### config.mk
export PLATFORM = sky130hd
export DESIGN_NAME = gfba_ctrl
export DESIGN_NICKNAME = d
export VERILOG_FILES = /design/src/rtl/gfba_pkg.sv /design/src/rtl/gfba_ctrl.sv
export SDC_FILE = /design/constraint.sdc
export NUM_CORES = 1
export LEC_CHECK = 0
export BUFFER_PORTS_ARGS = -buffer_cell sky130_fd_sc_hd__buf_4
export CORE_ASPECT_RATIO = 1.25
export CORE_MARGIN = 2
export CORE_UTILIZATION = 35
export CTS_CLUSTER_SIZE = 10
export DETAILED_ROUTE_END_ITERATION = 8
export HOLD_SLACK_MARGIN = 0.08
export PLACE_DENSITY_LB_ADDON = 0.15
export SLEW_MARGIN = 10
export SYNTH_ARGS = -nofsm -noshare
export SYNTH_HDL_FRONTEND = slang
export SYNTH_SLANG_ARGS = --single-unit
### constraint.sdc
create_clock -name i_clk -period 2.75 [get_ports i_clk]
set_clock_uncertainty 0.2 [all_clocks]
set_input_delay 0.1375 -clock i_clk [delete_from_list [all_inputs] [get_ports i_clk]]
set_output_delay 0.1375 -clock i_clk [all_outputs]
set_load 0.05 [all_outputs]
### src/rtl/gfba_pkg.sv
package gfba_pkg;

    localparam int BLK_W     = 10;
    localparam int WRD_W     = 5;
    localparam int REQ_W     = 2;
    localparam int CNT_W     = 7;
    localparam int ST_W      = 3;
    localparam int CFG_IDX_W = 2;

    localparam logic [REQ_W-1:0] REQ_FORMAT = 2'd0;
    localparam logic [REQ_W-1:0] REQ_ALLOC  = 2'd1;
    localparam logic [REQ_W-1:0] REQ_FREE   = 2'd2;

    localparam logic [CFG_IDX_W-1:0] CFG_DISK_BLOCKS = 2'd0;
    localparam logic [CFG_IDX_W-1:0] CFG_BLOCK_WORDS = 2'd1;

    localparam logic [BLK_W-1:0] DISK_BLOCKS_RST = 10'd1023;
    localparam logic [WRD_W-1:0] BLOCK_WORDS_RST = 5'd16;
    localparam logic [WRD_W-1:0] MIN_WORDS       = 5'd3;

    typedef enum logic [ST_W-1:0] {
        ST_OK       = 3'd0,
        ST_NO_SPACE = 3'd1,
        ST_RANGE    = 3'd2,
        ST_FREE     = 3'd3,
        ST_LINK     = 3'd4
    } t_status;

    typedef struct packed {
        logic    acc;
        logic    fmt_init;
        logic    push;
        logic    spill;
        logic    fmt_next;
        logic    scan_start;
        logic    scan;
        logic    rd;
        logic    wchk;
        logic    pop;
        logic    lchk;
        logic    j_clr;
        logic    j_inc;
        logic    emit;
        t_status res_st;
        logic    res_grant;
        logic    res_last;
        logic    out_load;
    } t_cmd;

    typedef struct packed {
        logic req_fmt;
        logic req_alloc;
        logic req_free;
        logic rng_bad;
        logic alloc_big;
        logic cnt_zero;
        logic full;
        logic k_bw_last;
        logic blk_one;
        logic hit_sup;
        logic k_one;
        logic k_last;
        logic link_zero;
        logic k_zero;
        logic hit_disk;
        logic w_end;
        logic next_zero;
        logic n_lim;
        logic c_one;
        logic j_last;
        logic out_valid;
        logic out_taken;
        logic res_last;
    } t_sts;

endpackage

### src/rtl/gfba_ctrl.sv
module gfba_ctrl (
    input  logic           i_clk,
    input  logic           i_rst_n,
    input  logic           i_valid,
    output logic           o_stall,
    input  gfba_pkg::t_sts i_sts,
    output gfba_pkg::t_cmd o_cmd
);
    import gfba_pkg::*;

    typedef enum logic [11:0] {
        S_IDLE  = 12'b0000_0000_0001,
        S_DEC   = 12'b0000_0000_0010,
        S_PUSH  = 12'b0000_0000_0100,
        S_SPILL = 12'b0000_0000_1000,
        S_SCAN  = 12'b0000_0001_0000,
        S_WREQ  = 12'b0000_0010_0000,
        S_WCHK  = 12'b0000_0100_0000,
        S_POP   = 12'b0000_1000_0000,
        S_LREQ  = 12'b0001_0000_0000,
        S_LCHK  = 12'b0010_0000_0000,
        S_EMIT  = 12'b0100_0000_0000,
        S_OUT   = 12'b1000_0000_0000
    } t_state;

    t_state r_state;
    t_state n_state;
    logic   push_done;

    assign o_stall = r_state != S_IDLE;

    always_ff @(posedge i_clk) begin
        if (!i_rst_n) begin
            r_state <= S_IDLE;
        end else begin
            r_state <= n_state;
        end
    end

    always_comb begin
        o_cmd     = '0;
        o_cmd.res_st = ST_OK;
        n_state   = r_state;
        push_done = 1'b0;
        unique case (r_state)
            S_IDLE: begin
                if (i_valid) begin
                    o_cmd.acc = 1'b1;
                    n_state   = S_DEC;
                end
            end
            S_DEC: begin
                priority if (i_sts.req_fmt) begin
                    o_cmd.fmt_init = 1'b1;
                    n_state        = S_PUSH;
                end else if (i_sts.req_free) begin
                    if (i_sts.rng_bad) begin
                        o_cmd.emit     = 1'b1;
                        o_cmd.res_st   = ST_RANGE;
                        o_cmd.res_last = 1'b1;
                        n_state        = S_EMIT;
                    end else begin
                        o_cmd.scan_start = 1'b1;
                        n_state          = S_SCAN;
                    end
                end else if (i_sts.req_alloc) begin
                    priority if (i_sts.alloc_big) begin
                        o_cmd.emit     = 1'b1;
                        o_cmd.res_st   = ST_NO_SPACE;
                        o_cmd.res_last = 1'b1;
                        n_state        = S_EMIT;
                    end else if (i_sts.cnt_zero) begin
                        o_cmd.emit     = 1'b1;
                        o_cmd.res_last = 1'b1;
                        n_state        = S_EMIT;
                    end else begin
                        o_cmd.j_clr = 1'b1;
                        n_state     = S_POP;
                    end
                end else begin
                    o_cmd.emit     = 1'b1;
                    o_cmd.res_st   = ST_RANGE;
                    o_cmd.res_last = 1'b1;
                    n_state        = S_EMIT;
                end
            end
            S_PUSH: begin
                o_cmd.push = 1'b1;
                if (i_sts.full) begin
                    n_state = S_SPILL;
                end else begin
                    push_done = 1'b1;
                end
            end
            S_SPILL: begin
                o_cmd.spill = 1'b1;
                if (i_sts.k_bw_last) begin
                    push_done = 1'b1;
                end
            end
            S_SCAN: begin
                o_cmd.scan = 1'b1;
                priority if (i_sts.hit_sup) begin
                    o_cmd.emit     = 1'b1;
                    o_cmd.res_st   = i_sts.k_one ? ST_LINK : ST_FREE;
                    o_cmd.res_last = 1'b1;
                    n_state        = S_EMIT;
                end else if (i_sts.k_last) begin
                    n_state = i_sts.link_zero ? S_PUSH : S_WREQ;
                end else begin
                    n_state = S_SCAN;
                end
            end
            S_WREQ: begin
                o_cmd.rd = 1'b1;
                n_state  = S_WCHK;
            end
            S_WCHK: begin
                o_cmd.wchk = 1'b1;
                priority if (!i_sts.k_zero && i_sts.hit_disk) begin
                    o_cmd.emit     = 1'b1;
                    o_cmd.res_st   = i_sts.k_one ? ST_LINK : ST_FREE;
                    o_cmd.res_last = 1'b1;
                    n_state        = S_EMIT;
                end else if (!i_sts.k_zero && i_sts.w_end
                             && (i_sts.next_zero || i_sts.n_lim)) begin
                    n_state = S_PUSH;
                end else begin
                    n_state = S_WREQ;
                end
            end
            S_POP: begin
                o_cmd.pop = 1'b1;
                priority if (i_sts.c_one && i_sts.link_zero) begin
                    o_cmd.emit     = 1'b1;
                    o_cmd.res_st   = ST_NO_SPACE;
                    o_cmd.res_last = 1'b1;
                    n_state        = S_EMIT;
                end else if (i_sts.c_one) begin
                    n_state = S_LREQ;
                end else begin
                    o_cmd.emit      = 1'b1;
                    o_cmd.res_grant = 1'b1;
                    o_cmd.res_last  = i_sts.j_last;
                    n_state         = S_EMIT;
                end
            end
            S_LREQ: begin
                o_cmd.rd = 1'b1;
                n_state  = S_LCHK;
            end
            S_LCHK: begin
                o_cmd.lchk = 1'b1;
                if (i_sts.k_bw_last) begin
                    o_cmd.emit      = 1'b1;
                    o_cmd.res_grant = 1'b1;
                    o_cmd.res_last  = i_sts.j_last;
                    n_state         = S_EMIT;
                end else begin
                    n_state = S_LREQ;
                end
            end
            S_EMIT: begin
                o_cmd.out_load = 1'b1;
                n_state        = S_OUT;
            end
            S_OUT: begin
                if (i_sts.out_taken) begin
                    if (i_sts.res_last) begin
                        n_state = S_IDLE;
                    end else begin
                        o_cmd.j_inc = 1'b1;
                        n_state     = S_POP;
                    end
                end
            end
            default: begin
                n_state = S_IDLE;
            end
        endcase
        if (push_done) begin
            if (i_sts.req_fmt && !i_sts.blk_one) begin
                o_cmd.fmt_next = 1'b1;
                n_state        = S_PUSH;
            end else begin
                o_cmd.emit     = 1'b1;
                o_cmd.res_last = 1'b1;
                n_state        = S_EMIT;
            end
        end
    end

    a_idle_no_word: assert property (@(posedge i_clk) disable iff (!i_rst_n)
        (r_state == S_IDLE) |-> !i_sts.out_valid)
        else $error("result word pending while idle");

    a_out_has_word: assert property (@(posedge i_clk) disable iff (!i_rst_n)
        (r_state == S_OUT) |-> i_sts.out_valid)
        else $error("waiting on a result word that is not there");

    a_emit_then_out: assert property (@(posedge i_clk) disable iff (!i_rst_n)
        (r_state == S_EMIT) |=> (r_state == S_OUT))
        else $error("result load not followed by hand-off");

endmodule

==> results of run 1 <==
-- power by group --
part / internal (mW) / total [mW] / switching [mW]
registers: 0.177 / 0.185 / 0.00811
logic: 0.0801 / 0.173 / 0.0926
clock network: 0.0804 / 0.145 / 0.0641
-- metrics by stage --
step | total power, mW | setup WS, ns
final | 0.502 | 0.102
after global routing | 0.525 | -0.0138
after CTS | 0.493 | 0.000258
after detailed placement | 0.341 | 0.290
after global placement | 0.339 | 0.279
after floorplan | 0.280 | -0.0211
-- cell families (layout without fill, tap and decap cells) --
logic type,after synthesis,in the layout,share of synthesized area (%)
and+or+nand+nor,79,79,46.4
AOI/OAI and AO/OA,28,28,18.0
buffers and inverters,15,80,7.14
DFF,12,12,23.2
xor gates and xnor gates,5,5,4.24
muxes,1,1,0.969
-- cell usage after synthesis, types with 2 or more instances --
master / n / area [µm²]
a21oi_1: 2 / 10.0
a2bb2oi_1: 2 / 17.5
and2_1: 4 / 25.0
buf_2: 2 / 10.0
buf_6: 2 / 22.5
clkbuf_1: 4 / 15.0
dfxtp_1: 12 / 240
inv_1: 7 / 26.3
nand2_1: 4 / 15.0
nand3_1: 10 / 50.1
nand4_1: 2 / 12.5
nor2_1: 15 / 56.3
nor2b_1: 6 / 37.5
nor3_1: 10 / 50.1
nor3b_1: 4 / 30.0
nor4_1: 5 / 31.3
nor4b_1: 3 / 26.3
o21ai_0: 12 / 60.1
o22ai_1: 2 / 12.5
or3_1: 2 / 12.5
or4_1: 2 / 15.0
or4_4: 2 / 22.5
or4b_2: 2 / 20.0
xor2_1: 5 / 43.8
-- layer usage --
| layer | share of wire, % | wire length, µm | global-route usage [%] |
|---|---|---|---|
| met1 | 42 | 1410 | 25.4 |
| met2 | 49 | 1670 | 36.4 |
| met3 | 6.7 | 228 | 3.00 |
| met4 | 2.7 | 92 | 7.69 |
| met5 | 0 | 0 | 0 |
-- critical path: cells and delay by family (launching register included) --
kind / cells / cell delay [ns]
and+or+nand+nor: 5 / 1.49
DFF: 1 / 0.37
buffers and inverters: 1 / 0.16
-- repair_timing --
item / 4_1_cts / 5_1_grt
resized for setup: 2 / 10
endpoints found under the hold margin: 12 / 0
setup buffers: 0 / 3
pin swaps: 0 / 6
setup endpoints to repair: 2 / 5
hold buffers: 15 / 0
-- final cells by class --
| cell class | instances | share of cell area [%] |
|---|---|---|
| Multi-Input combinational cell | 113 | 46.2 |
| Timing Repair Buffer | 69 | 33.1 |
| Sequential cell | 12 | 14.4 |
| Tap cell | 36 | 2.65 |
| Clock buffer | 4 | 2.13 |
| Inverter | 7 | 1.54 |
-- worst min-delay path by stage --
stage	end	cells after the start
2_1_floorplan	r_state[5]$_SDFFE_PN0P_	2
3_3_place_gp	r_state[5]$_SDFFE_PN0P_	3
3_5_place_dp	r_state[5]$_SDFFE_PN0P_	3
4_1_cts	r_state[7]$_SDFFE_PN0P_	4
5_1_grt	r_state[10]$_SDFFE_PN0P_	4
6_report	r_state[7]$_SDFFE_PN0P_	4
==> results by group, run 1 <==
Place
  • Gpl congestion: between 0.8 and 0.9
  • PortBufs: 45
  • Placed cells: between 200 and 250
  • Placed Instance Area: around 1400 µm²
  • Dpl hpwl: 2.48 mm

Layout
  • Most common cell after layout, fill and taps aside: buf_4
  • Multi-input gate area: 787 µm²
  • Most flops, register: r_state
  • Reg area: ~250 µm²
  • Fin nets: 232
  • Layout cell share with drive strength beyond 1: about two fifths
  • Most frequent cells in the layout: buf_4, dlygate4sd3_1, nor2_1
  • Layout Cells excl Fill: ~240
  • Layout area overhead: 64.8%
  • Max FFs per register: 12
  • Cell area after layout: between 1500 and 2000 µm²
  • Filler cell count: around 270
  • Antenna diodes: 0
  • Final Core Density: 58.9%
  • Largest regs: r_state x12

Setup path
  • Critical path's most frequent cell: or4_4
  • Worst Setup End Kind: primary output
  • Reg2reg setup slack: 0.19 ns
  • Critical Path Slowest Stage Cell: or4_4
  • Crit-path max FO: 8
  • Worst r2r path cells: 9
  • CP arrival: between 2 and 2.5 ns
  • Worst EP required: 2.41 ns
  • Crit. Startpoint: r_state[5]$_SDFFE_PN0P_
  • Setup CP Type: reg -> out
  • CP endpoint: o_cmd[1]
  • Startpoint Class: flop
  • Worst path max stage delay: 0.57 ns
  • Worst path cell trace: or4_4 -> or4_4 -> nor3_4 -> nor3_1 -> nand3_1 -> buf_6
  • FF-to-FF Start: r_state[2]$_SDFFE_PN0P_
  • Reg-to-Reg End: r_state[5]$_SDFFE_PN0P_

Routing
  • DR iter-0 viols: 39
  • Routed WL: approximately 3.4 mm
  • Antenna-violating nets left: 0
  • TritonRoute pass-1 iters: 4
  • Vias: roughly 1,300
  • Via-per-instance ratio: around 5.5
  • DRC: 0
  • Routed length per instance: around 14 µm

Yosys
  • Mean post-synth cell area: approximately 7.4 µm²
  • Sequential fraction of the synthesis area: 23.2%
  • Post-synth EDFFs: 0
  • YS warnings: 0
  • Synthesized cell area: between 1000 and 1500 µm²
  • Post-Synthesis Cells: 140
  • Net Count, Synth: 166
  • FFs w/ async S/R, synth: 0%
  • Synth Flop Type: dfxtp_1
  • Yosys reg bits: 12
  • Netlist cell types: 43

STA
  • Tcrit/Tclk final: about 96%
  • Hold WS: roughly 0.076 ns
  • Max Slew Vio Count: 0
  • Worst-Margin Slew: 0.502 ns
  • FMAX: 378 MHz
  • Max_slew headroom: ~67%
  • Hold Vio Cnt, Final: 0
  • Setup violators final: 0
  • Tmin final: ~2.6 ns
  • Setup TNS: 0 ns

Hold path
  • Hold Crit Class: in -> reg
  • HP Start: i_sts[22]

Floorplanning
  • Rows: 22
  • Core Area: 2890 µm²
  • Die span in x: approximately 53 µm
  • # IOs: 47
  • Die area: around 3400 µm²
  • Die Height: 64.8 µm
  • Starting Density: between 30% and 40%

Clock tree
  • CTS H-tree lvls: 1
  • CTS max path bufs: 2
  • Num CTS Buffers: 3
  • Root Buffer: clkbuf_4
  • Clk slew on worst S/H paths: roughly 0.080 ns
  • CTS tree: done
  • # clock sinks: 12
  • Clock latency on the worst-skew pair: 0.27 ns

GRT
  • Global-route wire length before repair: ~5.5 mm
  • Antenna violations before repair: 0
  • Vias in the first global route: 1,218
  • GR Overflow Total: 0
  • Largest net degree at the start of global routing: 12
  • Gr usage total: roughly a fifth

Power
  • Pwr/cell area: slightly below 300 nW/µm²
  • Peak supply drop: 0.000193 V
  • Lkg Pwr: around 0.74 nW

Flow run
  • Max_cap viols: 0

Status
  • Outcome: finished clean
Power figures use the tool's default switching activity.
==> run 2: changes to the inputs <==
CORE_UTILIZATION = 40   (was 35)
==> results by group, run 2 (synthesized netlist as in run 1, its figures left out) <==
STA
  • Worst-Margin Slew: 0.529 ns
  • Max Slew Vio Count: 0
  • Setup ws final: around 0.056 ns
  • Tcrit/Tclk final: between 90% and 100%
  • Setup violators final: 0
  • Hold Vio Cnt, Final: 0
  • Tmin final: approximately 2.7 ns
  • FMAX: about 370 MHz
  • Max_slew headroom: between 60% and 70%

Layout
  • Cell area after layout: between 1500 and 2000 µm²
  • Layout Cells excl Fill: approximately 240
  • Antenna diodes: 0
  • Most common cell after layout, fill and taps aside: buf_4
  • Layout cell share with drive strength beyond 1: about two fifths
  • Most flops, register: r_state
  • Max FFs per register: 12
  • Most frequent cells in the layout: buf_4, nor2_1, dlygate4sd3_1
  • Layout area overhead: 61.6%
  • Final Core Density: between 60% and 70%
  • Filler cell count: between 200 and 250
  • Fin nets: 231
  • Largest regs: r_state x12

Setup path
  • Reg2reg setup slack: roughly 0.20 ns
  • Worst EP required: ~2.4 ns
  • Setup CP Type: reg -> out
  • CP arrival: around 2.4 ns
  • Startpoint Class: flop
  • Worst Setup End Kind: primary output
  • Crit-path max FO: 5

Clock tree
  • Root Buffer: clkbuf_4
  • CTS tree: done
  • Clk slew on worst S/H paths: ~0.070 ns
  • CTS H-tree lvls: 1
  • CTS max path bufs: 2
  • # clock sinks: 12
  • Clock latency on the worst-skew pair: between 0.2 and 0.3 ns
  • Num CTS Buffers: 3

Power
  • Pwr/cell area: 281 nW/µm²
  • Peak supply drop: 0.000290 V
  • Lkg Pwr: between 0.7 and 0.8 nW

GRT
  • GR Overflow Total: 0
  • Vias in the first global route: around 1,100
  • Met2 usage: 40.2%
  • Antenna violations before repair: 0
  • Most used routing layer: met2
  • Global-route wire length before repair: approximately 5.0 mm
  • Global-route met1 utilization: a little over a quarter
  • Largest net degree at the start of global routing: 12
  • M3 GR Usage: under 10%
  • Gr usage total: 21.2%

Routing
  • Vias: roughly 1,300
  • Antenna-violating nets left: 0
  • Via-per-instance ratio: about 5.5
  • TritonRoute pass-1 iters: 4
  • DRC: 0
  • DR iter-0 viols: 39
  • Routed length per instance: 13.4 µm
  • Routed WL: 3.17 mm

Place
  • Gpl congestion: slightly above 0.9
  • Dpl ws: approximately 0.26 ns
  • PortBufs: 45
  • Placed Instance Area: around 1400 µm²
  • Placed cells: ~220
  • Dpl hpwl: about 2.4 mm

Floorplanning
  • Core Area: 2450 µm²
  • Die span in x: 49.5 µm
  • Starting Density: about 42%
  • Rows: 20
  • Die Height: just over 60 µm
  • Die area: about 3000 µm²
  • # IOs: 47

Flow run
  • Max_cap viols: 0

Status
  • Outcome: finished clean

Hold path
  • Hold Crit Class: in -> reg
run 2: changes by cell type in the layout (fill, tap and decap cells not counted), sizes merged:
cell,change
dlygate4sd3,-2
clkbuf,-1
buf,+1
run 2: critical path: stages, from the launching register on:
cell     delay (ns)
dfxtp_1        0.33
or4_4          0.55
or4_4          0.56
buf_6          0.15
nor4_4         0.28
buf_6          0.20
run 2: repair_timing:
action | CTS | global route
gates resized for setup | 3 | 11
setup endpoints to repair | 2 | 2
buffers inserted | 0 | 5
hold endpoints to repair | 12 | 0
pin swaps | 0 | 4
hold buffers | 13 | 0
run 2: cell type report:
class	instances	area, µm²	area share [%]
Tap cell	33	41.3	2.47
Timing Repair Buffer	68	558	33.4
Inverter	7	26.3	1.57
Multi-Input combinational cell	113	774	46.4
Sequential cell	12	248	14.8
Clock buffer	3	22.5	1.35
run 2: per-stage QoR:
step                      hold slack [ns]  total power, mW   TNS, ns
after floorplan                     0.105            0.280   -0.0211
after global placement              0.250            0.334         0
after detailed placement            0.253            0.336         0
after CTS                          0.0864            0.454         0
after global routing                0.106            0.490  -0.00815
final                              0.0946            0.470         0
run 2: final timing paths:
check                           from                       to  depth (start not counted)
min                         i_sts[4]  r_state[8]$_SDFFE_PN0P_                          4
max reg2reg  r_state[5]$_SDFFE_PN0P_  r_state[5]$_SDFFE_PN0P_                          6
min reg2reg  r_state[8]$_SDFFE_PN0P_  r_state[9]$_SDFFE_PN0P_                          2
max          r_state[5]$_SDFFE_PN0P_                o_cmd[15]                          5
run 2: metal layers:
metal / wire (µm) / up-vias
met5: 0 / -
met4: 22 / 0
met3: 161 / 4
met2: 1630 / 41
met1: 1350 / 601
li1: - / 645
run 2: where the power goes:
group	internal (mW)	switching, mW
Combinational	0.0842	0.0897
Clock	0.0508	0.0595
Sequential	0.177	0.00851
==> run 3: changes to the inputs <==
==> constraint.sdc (replaced) <==
create_clock -name i_clk -period 2.75 [get_ports i_clk]
set_clock_uncertainty 0.2 [all_clocks]
set_input_delay 0.4125 -clock i_clk [delete_from_list [all_inputs] [get_ports i_clk]]
set_output_delay 0.4125 -clock i_clk [all_outputs]
set_load 0.05 [all_outputs]
==> results by group, run 3 (synthesized netlist as in run 1, its figures left out) <==
Place
  • Gpl congestion: just under 0.9
  • PortBufs: 45
  • Dpl ws: a little under 0.06 ns
  • Dpl hpwl: approximately 2.7 mm

Routing
  • Antenna-violating nets left: 0
  • Routed length per instance: 16.0 µm
  • Via-per-instance ratio: roughly 5.7
  • DRC: 0
  • DR iter-0 viols: 41
  • Routed WL: 3.76 mm
  • TritonRoute pass-1 iters: 4
  • Vias: around 1,300

Floorplanning
  • Starting Density: 42.1%
  • Die area: 3010 µm²
  • # IOs: 47
  • Core Area: 2450 µm²
  • Rows: 20
  • Die span in x: 49.5 µm
  • Die Height: between 60 and 70 µm

STA
  • Max_slew headroom: approximately three fifths
  • Worst-Margin Slew: between 0.6 and 0.7 ns
  • FMAX: ~350 MHz
  • Setup violators final: 4
  • Max Slew Vio Count: 0
  • Setup ws final: -0.0786 ns
  • Hold Vio Cnt, Final: 0
  • Tmin final: 2.83 ns
  • Tcrit/Tclk final: 103%
  • RSZ-0062 raised after global routing: yes
  • Setup TNS: -0.230 ns

Setup path
  • Worst path max stage delay: ~0.56 ns
  • CP arrival: around 2.2 ns
  • Worst Setup End Kind: primary output
  • Reg2reg setup slack: 0.47 ns
  • Top delay family on crit path: simple AND/OR/NAND/NOR gates
  • WP buf/inv: 1
  • Setup CP Type: reg -> out
  • Startpoint Class: flop
  • Worst EP required: 2.14 ns
  • Critical Path Slowest Stage Cell: or4_4
  • Worst path cell trace: or4_4 -> or4_4 -> nor3_4 -> nor3_4 -> nand3_2 -> buf_8
  • Crit-path max FO: 3

GRT
  • Global-route wire length before repair: between 5 and 6 mm
  • Gr usage total: 25.6%
  • Antenna violations before repair: 0
  • GR Overflow Total: 0
  • Vias in the first global route: around 1,300
  • Largest net degree at the start of global routing: 12

Layout
  • Most frequent cells in the layout: buf_4, nor2_1, o21ai_0
  • Antenna diodes: 0
  • Most flops, register: r_state
  • Layout area overhead: 73.2%
  • Fin nets: 230
  • Filler cell count: 219
  • Largest regs: r_state x12
  • Layout cell share with drive strength beyond 1: between 50% and 60%
  • Max FFs per register: 12
  • Most common cell after layout, fill and taps aside: buf_4

Clock tree
  • Clk slew on worst S/H paths: 0.08 ns
  • Clock latency on the worst-skew pair: around 0.28 ns
  • CTS tree: done
  • # clock sinks: 12
  • Num CTS Buffers: 3
  • Cts-stage hold buffer count: 0
  • CTS max path bufs: 2
  • Root Buffer: clkbuf_4
  • CTS H-tree lvls: 1

Flow run
  • Max_cap viols: 0

Power
  • Peak supply drop: between 0.0002 and 0.00025 V
  • Lkg Pwr: a little under 0.8 nW
  • Total power: 0.493 mW
  • Pwr/cell area: between 200 and 300 nW/µm²

Status
  • Outcome: finished with violations
  • Violated checks: negative setup slack

Hold path
  • Hold Crit Class: in -> reg
[run 3: per-stage QoR]
step	instance area, µm²	instances	util [%]	hold WS [ns]
finish	1790	235	73.0	0.214
global route	1790	235	73.0	0.238
CTS	1720	234	70.1	0.230
detailed placement	1560	226	63.5	0.338
global placement	1560	226	63.5	0.334
floorplan	1110	140	-	0.285
[run 3: power by group]
group	switching, mW	internal (mW)
clock	0.0677	0.0508
combinational	0.102	0.0862
sequential	0.00762	0.179
[run 3: path summary, 6_finish.rpt]
kind                                              start                      end  cells past startpoint
worst max-delay path            r_state[8]$_SDFFE_PN0P_                 o_cmd[1]                      6
worst min-delay path                          i_sts[11]  r_state[5]$_SDFFE_PN0P_                      3
worst max register to register  r_state[8]$_SDFFE_PN0P_  r_state[0]$_SDFFE_PN1P_                      6
worst min register to register  r_state[5]$_SDFFE_PN0P_  r_state[6]$_SDFFE_PN0P_                      2
[run 3: timing repair]
action                                  CTS  global route
setup buffers                             5             1
gates resized for setup                  26            15
endpoints found under the setup margin    8            12
cloned                                    0             0
pin swaps                                 9             4
[run 3: tightest hold or removal path, cell delays in order]
cell and delay, ns:
buf_4 0.12, nand3b_1 0.06, a21boi_0 0.06
[run 3: cell type report]
type,instances,area [µm²],share of cell area [%]
Multi-Input combinational cell,113,905,50.5
Timing Repair Buffer,67,548,30.6
Sequential cell,12,248,13.8
Tap cell,33,41.3,2.31
Inverter,7,26.3,1.47
Clock buffer,3,22.5,1.26
[run 3: routing by layer]
layer	share of wire [%]	track usage, %	vias up	wire (µm)
li1	-	-	645	-
met2	55	51.0	61	2050
met1	38	27.8	624	1440
met5	0	0	-	0
met4	1.6	10.7	0	60
met3	5.2	2.46	7	196
